[src/hw/rtl/ipmd_pkg.sv]
// Shared widths, register codes and types of the incremental PID motor drive.
package ipmd_pkg;

  // Default width of the duty outputs.
  localparam int DUTY_BITS_DEF = 16;

  // Fixed field widths.
  localparam int SPEED_W   = 16;
  localparam int GAIN_W    = 16;
  localparam int ERR_W     = SPEED_W + 1;
  localparam int D1_W      = ERR_W + 1;
  localparam int D2_W      = ERR_W + 2;
  localparam int FRAC_BITS = 8;

  // Product, sum and rounded increment widths.
  localparam int PROD_W = GAIN_W + D2_W;
  localparam int SUM_W  = PROD_W + 2;
  localparam int INC_W  = SUM_W - FRAC_BITS;

  // Configuration port.
  localparam int CFG_IDX_W  = 2;
  localparam int CFG_DATA_W = GAIN_W;

  typedef enum logic [CFG_IDX_W-1:0] {
    REG_PROP  = 2'd0,
    REG_INT   = 2'd1,
    REG_DERIV = 2'd2
  } cfg_reg_t;

  // Per-stage control: occupancy and the channel that the transaction drives.
  typedef struct packed {
    logic valid;
    logic backward;
  } ipmd_tag_t;

  typedef struct packed {
    logic signed [GAIN_W-1:0] prop;
    logic signed [GAIN_W-1:0] integ;
    logic signed [GAIN_W-1:0] deriv;
  } ipmd_gains_t;

endpackage

[src/hw/rtl/incremental_pid_motor_drive.sv]
// Incremental PID motor drive: one control tick in, one pair of duties out.
// Takes one transaction per clock cycle unless in_stall is high, and offers its
// result through four registers: an input register holding the speed error, a
// register on the three gain products, a register on the rounded increment, and
// the output register that is also the saturating drive accumulator. The
// accumulator add and clamp and the error history are the only loops. A stalled
// output holds its result while the empty stages in front of it keep taking new
// transactions. The user writes gains through the configuration port only while
// no transaction is in flight; the block itself does not enforce it.
module incremental_pid_motor_drive #(
  parameter int DUTY_BITS = ipmd_pkg::DUTY_BITS_DEF
) (
  input  logic                                   clk,
  input  logic                                   rst,
  input  logic                                   cfg_write,
  input  logic [ipmd_pkg::CFG_IDX_W-1:0]         cfg_index,
  input  logic [ipmd_pkg::CFG_DATA_W-1:0]        cfg_data,
  input  logic                                   in_valid,
  output logic                                   in_stall,
  input  logic signed [ipmd_pkg::SPEED_W-1:0]    target_speed,
  input  logic signed [ipmd_pkg::SPEED_W-1:0]    measured_speed,
  input  logic                                   direction,
  output logic                                   out_valid,
  input  logic                                   out_stall,
  output logic [DUTY_BITS-1:0]                   duty_forward,
  output logic [DUTY_BITS-1:0]                   duty_backward,
  output logic signed [DUTY_BITS:0]              drive_level
);
  import ipmd_pkg::*;

  ipmd_gains_t              gains;
  ipmd_tag_t                in_tag;
  ipmd_tag_t                err_tag;
  ipmd_tag_t                prod_tag;
  ipmd_tag_t                inc_tag;
  ipmd_tag_t                res_tag;
  logic signed [ERR_W-1:0]  err;
  logic                     err_load;
  logic                     mult_stall;
  logic                     sum_stall;
  logic                     acc_stall;
  logic signed [PROD_W-1:0] prod_prop;
  logic signed [PROD_W-1:0] prod_int;
  logic signed [PROD_W-1:0] prod_deriv;
  logic signed [INC_W-1:0]  increment;

  // Gain registers; writes to an unused index are dropped.
  always_ff @(posedge clk) begin
    if (rst) begin
      gains <= '0;
    end else if (cfg_write) begin
      unique case (cfg_reg_t'(cfg_index))
        REG_PROP:  gains.prop  <= cfg_data;
        REG_INT:   gains.integ <= cfg_data;
        REG_DERIV: gains.deriv <= cfg_data;
        default: begin
        end
      endcase
    end
  end

  // Input register holds the speed error of the accepted transaction.
  assign err_load = !err_tag.valid || !mult_stall;
  assign in_stall = !err_load;
  assign in_tag   = '{valid: in_valid, backward: direction};

  always_ff @(posedge clk) begin
    if (rst) begin
      err_tag <= '0;
    end else if (err_load) begin
      err_tag <= in_tag;
    end
  end

  always_ff @(posedge clk) begin
    if (err_load && in_valid) begin
      err <= ERR_W'(target_speed) - ERR_W'(measured_speed);
    end
  end

  ipmd_mult_stage u_mult (
    .clk        (clk),
    .rst        (rst),
    .in_tag     (err_tag),
    .in_err     (err),
    .gains      (gains),
    .hold       (sum_stall),
    .stall_up   (mult_stall),
    .out_tag    (prod_tag),
    .prod_prop  (prod_prop),
    .prod_int   (prod_int),
    .prod_deriv (prod_deriv)
  );

  ipmd_sum_stage u_sum (
    .clk        (clk),
    .rst        (rst),
    .in_tag     (prod_tag),
    .prod_prop  (prod_prop),
    .prod_int   (prod_int),
    .prod_deriv (prod_deriv),
    .hold       (acc_stall),
    .stall_up   (sum_stall),
    .out_tag    (inc_tag),
    .increment  (increment)
  );

  ipmd_acc_stage #(
    .DUTY_BITS (DUTY_BITS)
  ) u_acc (
    .clk           (clk),
    .rst           (rst),
    .in_tag        (inc_tag),
    .increment     (increment),
    .hold          (out_stall),
    .stall_up      (acc_stall),
    .out_tag       (res_tag),
    .duty_forward  (duty_forward),
    .duty_backward (duty_backward),
    .drive_level   (drive_level)
  );

  assign out_valid = res_tag.valid;

endmodule

[src/hw/rtl/ipmd_mult_stage.sv]
// Error history, error differences and the three gain products.
module ipmd_mult_stage (
  input  logic                                clk,
  input  logic                                rst,
  input  ipmd_pkg::ipmd_tag_t                 in_tag,
  input  logic signed [ipmd_pkg::ERR_W-1:0]   in_err,
  input  ipmd_pkg::ipmd_gains_t               gains,
  input  logic                                hold,
  output logic                                stall_up,
  output ipmd_pkg::ipmd_tag_t                 out_tag,
  output logic signed [ipmd_pkg::PROD_W-1:0]  prod_prop,
  output logic signed [ipmd_pkg::PROD_W-1:0]  prod_int,
  output logic signed [ipmd_pkg::PROD_W-1:0]  prod_deriv
);
  import ipmd_pkg::*;

  logic                                load;
  logic signed [ERR_W-1:0]             error_prev;
  logic signed [ERR_W-1:0]             error_prev2;
  logic signed [D1_W-1:0]              diff1;
  logic signed [D2_W-1:0]              diff2;
  logic signed [GAIN_W+ERR_W-1:0]      mul_prop;
  logic signed [GAIN_W+D1_W-1:0]       mul_int;
  logic signed [GAIN_W+D2_W-1:0]       mul_deriv;

  // The stage takes a new transaction when it is empty or its content moves on.
  assign load     = !out_tag.valid || !hold;
  assign stall_up = !load;

  // First and second differences of the error.
  assign diff1 = D1_W'(in_err) - D1_W'(error_prev);
  assign diff2 = D2_W'(in_err) - (D2_W'(error_prev) <<< 1) + D2_W'(error_prev2);

  // Gain products, each registered before the sum.
  assign mul_prop  = gains.prop * in_err;
  assign mul_int   = gains.integ * diff1;
  assign mul_deriv = gains.deriv * diff2;

  // Occupancy of the stage.
  always_ff @(posedge clk) begin
    if (rst) begin
      out_tag <= '0;
    end else if (load) begin
      out_tag <= in_tag;
    end
  end

  // The older error moves down before the new one is stored.
  always_ff @(posedge clk) begin
    if (rst) begin
      error_prev  <= '0;
      error_prev2 <= '0;
    end else if (load && in_tag.valid) begin
      error_prev2 <= error_prev;
      error_prev  <= in_err;
    end
  end

  // Product registers.
  always_ff @(posedge clk) begin
    if (load && in_tag.valid) begin
      prod_prop  <= PROD_W'(mul_prop);
      prod_int   <= PROD_W'(mul_int);
      prod_deriv <= PROD_W'(mul_deriv);
    end
  end

endmodule

[src/hw/rtl/ipmd_sum_stage.sv]
// Sum of the gain products and rounding of the Q29.8 increment to an integer.
module ipmd_sum_stage (
  input  logic                                clk,
  input  logic                                rst,
  input  ipmd_pkg::ipmd_tag_t                 in_tag,
  input  logic signed [ipmd_pkg::PROD_W-1:0]  prod_prop,
  input  logic signed [ipmd_pkg::PROD_W-1:0]  prod_int,
  input  logic signed [ipmd_pkg::PROD_W-1:0]  prod_deriv,
  input  logic                                hold,
  output logic                                stall_up,
  output ipmd_pkg::ipmd_tag_t                 out_tag,
  output logic signed [ipmd_pkg::INC_W-1:0]   increment
);
  import ipmd_pkg::*;

  localparam logic signed [SUM_W-1:0] ROUND_HALF = SUM_W'(1) <<< (FRAC_BITS - 1);

  logic                     load;
  logic signed [SUM_W-1:0]  sum;

  assign load     = !out_tag.valid || !hold;
  assign stall_up = !load;

  // Adding one half and dropping the fraction rounds ties towards plus infinity.
  assign sum = SUM_W'(prod_prop) + SUM_W'(prod_int) + SUM_W'(prod_deriv) + ROUND_HALF;

  // Occupancy of the stage.
  always_ff @(posedge clk) begin
    if (rst) begin
      out_tag <= '0;
    end else if (load) begin
      out_tag <= in_tag;
    end
  end

  // Increment register.
  always_ff @(posedge clk) begin
    if (load && in_tag.valid) begin
      increment <= sum[SUM_W-1:FRAC_BITS];
    end
  end

endmodule

[src/hw/rtl/ipmd_acc_stage.sv]
// Saturating drive accumulator, output register and duty selection.
module ipmd_acc_stage #(
  parameter int DUTY_BITS = ipmd_pkg::DUTY_BITS_DEF
) (
  input  logic                               clk,
  input  logic                               rst,
  input  ipmd_pkg::ipmd_tag_t                in_tag,
  input  logic signed [ipmd_pkg::INC_W-1:0]  increment,
  input  logic                               hold,
  output logic                               stall_up,
  output ipmd_pkg::ipmd_tag_t                out_tag,
  output logic [DUTY_BITS-1:0]               duty_forward,
  output logic [DUTY_BITS-1:0]               duty_backward,
  output logic signed [DUTY_BITS:0]          drive_level
);
  import ipmd_pkg::*;

  localparam int LVL_W = DUTY_BITS + 1;
  localparam int ACC_W = ((INC_W > LVL_W) ? INC_W : LVL_W) + 1;
  localparam logic signed [ACC_W-1:0] ACC_MAX = (ACC_W'(1) <<< DUTY_BITS) - ACC_W'(1);
  localparam logic signed [ACC_W-1:0] ACC_MIN = -ACC_MAX;

  logic                     load;
  logic signed [LVL_W-1:0]  drive_acc;
  logic signed [LVL_W-1:0]  drive_acc_next;
  logic signed [ACC_W-1:0]  acc_sum;
  logic [LVL_W-1:0]         magnitude;

  assign load     = !out_tag.valid || !hold;
  assign stall_up = !load;

  // Add the increment and clamp to the symmetric duty range.
  assign acc_sum = ACC_W'(drive_acc) + ACC_W'(increment);

  always_comb begin
    if (acc_sum > ACC_MAX) begin
      drive_acc_next = LVL_W'(ACC_MAX);
    end else if (acc_sum < ACC_MIN) begin
      drive_acc_next = LVL_W'(ACC_MIN);
    end else begin
      drive_acc_next = LVL_W'(acc_sum);
    end
  end

  // Occupancy of the output register.
  always_ff @(posedge clk) begin
    if (rst) begin
      out_tag <= '0;
    end else if (load) begin
      out_tag <= in_tag;
    end
  end

  // The accumulator also serves as the output register of the drive level.
  always_ff @(posedge clk) begin
    if (rst) begin
      drive_acc <= '0;
    end else if (load && in_tag.valid) begin
      drive_acc <= drive_acc_next;
    end
  end

  // Magnitude goes to the selected channel; the other channel gets zero.
  assign magnitude     = drive_acc[LVL_W-1] ? LVL_W'(-drive_acc) : LVL_W'(drive_acc);
  assign duty_forward  = out_tag.backward ? '0 : magnitude[DUTY_BITS-1:0];
  assign duty_backward = out_tag.backward ? magnitude[DUTY_BITS-1:0] : '0;
  assign drive_level   = drive_acc;

endmodule

[config.mk]
export PLATFORM = sky130hd
export DESIGN_NAME = incremental_pid_motor_drive
export DESIGN_NICKNAME = d
export VERILOG_FILES = /design/src/hw/rtl/ipmd_pkg.sv /design/src/hw/rtl/incremental_pid_motor_drive.sv /design/src/hw/rtl/ipmd_mult_stage.sv /design/src/hw/rtl/ipmd_sum_stage.sv /design/src/hw/rtl/ipmd_acc_stage.sv
export SDC_FILE = /design/constraint.sdc
export NUM_CORES = 2
export LEC_CHECK = 0
export ABC_CLOCK_PERIOD_IN_PS = 13480
export BUFFER_PORTS_ARGS = -buffer_cell sky130_fd_sc_hd__buf_2
export CORE_MARGIN = 4
export CORE_UTILIZATION = 55
export CTS_CLUSTER_DIAMETER = 40
export DETAILED_ROUTE_END_ITERATION = 6
export GPL_ROUTABILITY_DRIVEN = 1
export GPL_TIMING_DRIVEN = 0
export PLACE_DENSITY = 0.71
export SLEW_MARGIN = 20
export SYNTH_ARGS = -nofsm -noshare
export SYNTH_HDL_FRONTEND = slang
export SYNTH_SLANG_ARGS = --single-unit
[constraint.sdc]
create_clock -name clk -period 13.48 [get_ports clk]
set_input_delay 2.696 -clock clk [delete_from_list [all_inputs] [get_ports clk]]
set_output_delay 2.696 -clock clk [all_outputs]
set_load 0.005 [all_outputs]
Word level (Yosys, flattened, before mapping)
Cells that the tools add are included.

word-level totals
  flip-flop bits (word level) = 255
  output and inout port bits = 51

cells by class
  add/sub/neg operators = 9
  multipliers = 3
  order comparisons = 2
  equal/unequal tests = 2
  mux-type cells = 5
  reductions and logical operators = 18

operator list
  cell                                                          count
  two-way mux 16 bit                                            3
  adder 37 x 9 -> 37 bit, second input constant                 1
  adder 35 x 35 -> 36 bit                                       1
  adder 33 x 34 -> 35 bit                                       1
  multiplier 16 x 19 -> 35 bit                                  1
  multiplier 16 x 18 -> 34 bit                                  1
  two-way mux 17 bit                                            2
  multiplier 16 x 17 -> 33 bit                                  1
  adder 17 x 29 -> 30 bit                                       1
  > comparator 30 x 17 -> 1 bit, second input constant          1
  less-than comparator 30 x 17 -> 1 bit, second input constant  1
  adder 19 x 17 -> 19 bit                                       1
  subtractor 17 x 18 -> 19 bit                                  1
  subtractor 17 x 17 -> 18 bit                                  1
  subtractor 16 x 16 -> 17 bit                                  1
  negator 16 bit                                                1
  zero test 1 bit                                               6
  AND reduction 2 bit                                           3
  logical AND 1 bit                                             4
  logical OR 1 bit                                              4
  equality test 2 x 1 -> 1 bit, second input constant           1
  equality test 2 bit, second input constant                    1
  zero test 2 bit                                               1

Depth between registers and ports, before layout
  depth after elaboration = 6
  mapped depth = 40

By module
Synthesis repeated with hierarchy kept, for this count alone.

second synthesis, totals
  cells, all modules = 5408
  area total of the unflattened synthesis = 49237.2 µm²

by module, submodules not included
  module                       times used  cells each  area an instance (µm²)
  ipmd_mult_stage              1           4179        38861.0
  ipmd_sum_stage               1           412         3985.1
  ipmd_acc_stage               1           453         3314.4
  incremental_pid_motor_drive  1           364         3076.7

Worst setup path after synthesis
Ideal clock, no wire load.

  path kind = reg2reg
  start = register err[0]
  end = register u_mult.prod_int[33] (netlist name)
  data arrival time = 9.184 ns
  data required time = 13.220 ns
  setup slack = 4.036 ns
  cell stages (with the launch flop) = 41
  clock period less this slack = 9.444 ns
  cells stage by stage = edfxtp_1 clkbuf_1 inv_1 ha_1 inv_1 fa_1 a21o_1 a21oi_1 o21ai_0 a21oi_1 o21bai_1 a21oi_1 o21ai_0 o41ai_1 xnor2_1 clkbuf_1 nand2_1 fa_1 (+5 left out) fa_1 inv_1 fa_1 inv_1 fa_1 ha_1 a21o_1 a21o_1 a21o_1 a2111oi_0 o21ai_0 a31oi_1 o21bai_1 a21oi_1 o21ai_0 a41oi_1 a21oi_1 xnor2_1

on the way
  longest elaborated chain between the ends = 2

RTL lines
  what                          RTL line                           text
  start, declared               incremental_pid_motor_drive.sv:37  logic signed [ERR_W-1:0] err;
  start signal, assigned        incremental_pid_motor_drive.sv:77  err <= ERR_W'(target_speed) - ERR_W'(measured_speed);
  subtractor 17 x 17 -> 18 bit  ipmd_mult_stage.sv:31              assign diff1 = D1_W'(in_err) - D1_W'(error_prev);
  multiplier 16 x 18 -> 34 bit  ipmd_mult_stage.sv:36              assign mul_int = gains.integ * diff1;
  named net u_mult.mul_int[33]  ipmd_mult_stage.sv:23              logic signed [GAIN_W+D1_W-1:0] mul_int;

The timed path passes the listed nets, and every way through them passes these cells.
A chain may end at the register's enable or synchronous reset.

Worst setup path after layout
  start = register err[0]
  end = register u_mult.prod_int[33] (netlist name)

on the way
  longest elaborated chain between the ends = 2

RTL lines
  what                          RTL line
  subtractor 17 x 17 -> 18 bit  ipmd_mult_stage.sv:31
  multiplier 16 x 18 -> 34 bit  ipmd_mult_stage.sv:36
  named net u_mult.mul_int[33]  ipmd_mult_stage.sv:23

The timed path passes the listed nets, and every way through them passes these cells.

==> impl_metrics.env <==
export IMPL_grt_setup_unrepaired="no"
export IMPL_hold_path_class="flip-flop to flip-flop"
export IMPL_ff2ff_path_depth=40
export IMPL_switchingPower_w=0.00356
export IMPL_hp_start="u_mult.error_prev2[13]"
export IMPL_start_util=0.558
export IMPL_final_setup_skew_ps=15.7
export IMPL_post_synth_top_flop="sky130_fd_sc_hd__edfxtp_1"
export IMPL_worst_r2r_src="err[0]"
export IMPL_clock_insertion_delay_worst_skew_ps=580
export IMPL_clock_power_share=0.160
export IMPL_status="complete, no violations"
export IMPL_ctsHoldBuffers=0
export IMPL_crit_path_end_kind="flip-flop"
export IMPL_timing_hold_violations_final=0
export IMPL_number_of_synthesized_flops_with_an_enable_pin=148
export IMPL_synthesis_nets=6597
export IMPL_final_critical_path_required_period_ps=12070
export IMPL_final_layout_size_suffix_gt1_frac=0.0434
export IMPL_std_cell_rows=107
export IMPL_grt_first_pass_wirelength_um=207000
export IMPL_synthDistinctLibCells=82
export IMPL_worst_vdd_drop_mv=0.112
export IMPL_cellPowerDensity_nw_per_um2=134
export IMPL_tritoncts_buffers=44
export IMPL_dp_final_hpwl_um=108000
export IMPL_cellInternalPower_w=0.00334
export IMPL_worst_pin_slew_ps=1170
export IMPL_cts_tree="built"
export IMPL_post_detailed_route_via_to_cell_ratio=5.50
export IMPL_max_cap_viol_count=0
export IMPL_post_synth_cell_area_avg_um2=9.13
export IMPL_critical_path_max_fanout=10
export IMPL_worst_reg_to_reg_setup_slack_ps=1410
export IMPL_first_iter_violations=2499
export IMPL_postLayoutCoreUtil=0.600
export IMPL_layout_common_cells="1088 x sky130_fd_sc_hd__inv_1, 917 x sky130_fd_sc_hd__fa_1, 772 x sky130_fd_sc_hd__nand2_1"
export IMPL_grt_remaining_overflow=0
export IMPL_clkSlewWorstSetupHoldPaths_ps=50
export IMPL_cts_buffer_depth=3
export IMPL_crit_path_max_incr_delay_ps=730
export IMPL_vias=36248
export IMPL_synth_area_um2=47900
export IMPL_post_cts_setup_buffer_count=0
export IMPL_timing_max_transition_violations_final=0
export IMPL_cts_resized_gates=0
export IMPL_io_buffer_count=105
export IMPL_worst_slew_margin_rel=0.217
export IMPL_routed_wire_length_per_instance_um=19.6
export IMPL_remaining_drc_errors=0
export IMPL_netSwitchingFraction=0.516
export IMPL_clock_sinks=255
export IMPL_timing_hold_worst_path_depth=2
export IMPL_cts_root_buffer="sky130_fd_sc_hd__clkbuf_16"
export IMPL_critPathArrivalTime_ps=12380
export IMPL_antenna_violations_before_repair=9
export IMPL_cells_taking_the_most_area_after_synthesis="sky130_fd_sc_hd__fa_1 38%, sky130_fd_sc_hd__ha_1 9.9%, sky130_fd_sc_hd__edfxtp_1 9.3%, sky130_fd_sc_hd__inv_1 8.5%, sky130_fd_sc_hd__nand2_1 6.0%"
export IMPL_synth_async_reset_ratio=0
export IMPL_route_final_wire_length_um=129000
export IMPL_most_common_cell_after_layout_fill_and_taps_aside="sky130_fd_sc_hd__inv_1"
export IMPL_die_area_um2=91900
export IMPL_synth_seq_area_share=0.137
export IMPL_setup_violations_final=0
export IMPL_core_area_um2=85800
export IMPL_critical_path_slowest_cell="sky130_fd_sc_hd__a2111oi_0"
export IMPL_critical_path_required_ps=13790
export IMPL_comb_power_share=0.667
export IMPL_gpl_final_weighted_congestion=0.956
export IMPL_fmax_mhz=82.8
export IMPL_grt_start_max_net_pins=45
export IMPL_yosys_warnings=0
export IMPL_synth_top_area_cell="sky130_fd_sc_hd__fa_1"
export IMPL_ant_nets=0
export IMPL_grt_pass1_vias=37764
export IMPL_areaGrowthSynthToFinish_pct=7.45
export IMPL_n_fill_cell=7466
export IMPL_top_level_ports=107
export IMPL_timing_setup_critical_path_class="flip-flop to flip-flop"
export IMPL_yosys_area_top_type_share=0.383
export IMPL_crit_reg2reg_capture="u_mult.prod_int[33]"
export IMPL_detail_route_first_pass_iterations=6
export IMPL_synthesis_instances=5246
export IMPL_static_leakage_power_nw=23.7
export IMPL_die_h_um=303
export IMPL_nets_final=6752
export IMPL_crit_path_start_kind="flip-flop"
export IMPL_finalSetupTns_ps=0
export IMPL_die_x_um=303
export IMPL_h_tree_depth=2
export IMPL_min_delay_worst_endpoint="u_mult.error_prev2[13]"
export IMPL_portion_of_total_power_attributed_to_sequential_cells=0.173
export IMPL_min_period_over_period=0.896
export IMPL_global_route_usage_total=0.292
export IMPL_ys_seq_elements=255
worst max path at each step:
stage | startpoint | end | slack, ps | depth (start not counted)
after floorplan | err[0] | u_mult.prod_int[33] | 4040 | 40
after global placement | err[2] | u_mult.prod_deriv[34] | 1210 | 35
after detailed placement | err[2] | u_mult.prod_deriv[34] | 1260 | 35
after CTS | err[2] | u_mult.prod_deriv[34] | 1190 | 35
after global routing | err[0] | u_mult.prod_int[33] | 640 | 40
final | err[0] | u_mult.prod_int[33] | 1410 | 40
per-stage QoR:
step	setup slack (ps)	std cells	hold WS (ps)	area (um^2)	power (W)
2_1_floorplan	4040	5246	436	47900	0.00424
5_1_grt	644	6584	479	51500	0.00740
6_report	1410	6586	452	51500	0.00690
3_5_place_dp	1260	6499	447	50000	0.00573
3_3_place_gp	1210	6495	442	49900	0.00562
4_1_cts	1190	6581	453	51500	0.00686
routing by layer:
layer | GRT usage | wire [um] | vias to the layer above
met4 | 0.124 | 6160 | 0
met1 | 0.386 | 52600 | 18242
li1 | - | - | 16467
met2 | 0.483 | 61200 | 1247
met5 | 0 | 0 | -
met3 | 0.0462 | 9340 | 292
power groups by stage:
stage	sequential, W	combinational (W)	clock [W]
2_1_floorplan	0.00114	0.00309	0
3_3_place_gp	0.00121	0.00441	0
3_5_place_dp	0.00121	0.00452	0
4_1_cts	0.00119	0.00455	0.00112
5_1_grt	0.00120	0.00505	0.00115
6_report	0.00119	0.00460	0.00111
flip-flops by register name, indices dropped and copies added (netlist names), 29 cells and up:
register           flops
u_mult.prod_prop      33
gains                 48
u_mult.prod_int       34
u_mult.prod_deriv     35
u_sum.increment       29
layout make-up:
cell class / count / area, um^2 / share of cell area
Sequential cell: 255 / 6590 / 0.128
Clock buffer: 47 / 1120 / 0.0218
Multi-Input combinational cell: 3714 / 36600 / 0.711
Inverter: 1090 / 4090 / 0.0795
Antenna cell: 5 / 12.5 / 0.000243
Buffer: 187 / 713 / 0.0139
Timing Repair Buffer: 109 / 588 / 0.0114
Clock inverter: 35 / 343 / 0.00666
Tap cell: 1144 / 1430 / 0.0278
synth_stat cells, types with 63 or more instances:
cell                       number
sky130_fd_sc_hd__a21o_1        77
sky130_fd_sc_hd__a21oi_1      221
sky130_fd_sc_hd__and2_1       315
sky130_fd_sc_hd__clkbuf_1     183
sky130_fd_sc_hd__dfxtp_1      107
sky130_fd_sc_hd__edfxtp_1     148
sky130_fd_sc_hd__fa_1         917
sky130_fd_sc_hd__ha_1         378
sky130_fd_sc_hd__inv_1       1088
sky130_fd_sc_hd__nand2_1      772
sky130_fd_sc_hd__nor2_1       182
sky130_fd_sc_hd__nor2b_1       63
sky130_fd_sc_hd__o21ai_0       87
sky130_fd_sc_hd__xnor2_1      169
sky130_fd_sc_hd__xor2_1        74
critical path, delay by kind of cell (launching register included):
kind / cells / cell delay (ps)
AOI/OAI and AO/OA: 19 / 4880
buffers and inverters: 9 / 1370
and+or+nand+nor: 1 / 190
adders and majority gates: 9 / 4030
xor gates and xnor gates: 2 / 730
DFF: 1 / 590
cell families after synthesis:
logic type | synth area share
xor gates and xnor gates | 0.0444
adders and majority gates | 0.482
and+or+nand+nor | 0.154
muxes | 0.00172
buffers and inverters | 0.100
DFF | 0.137
AOI/OAI and AO/OA | 0.0800
(Power assumes the default switching activity.)
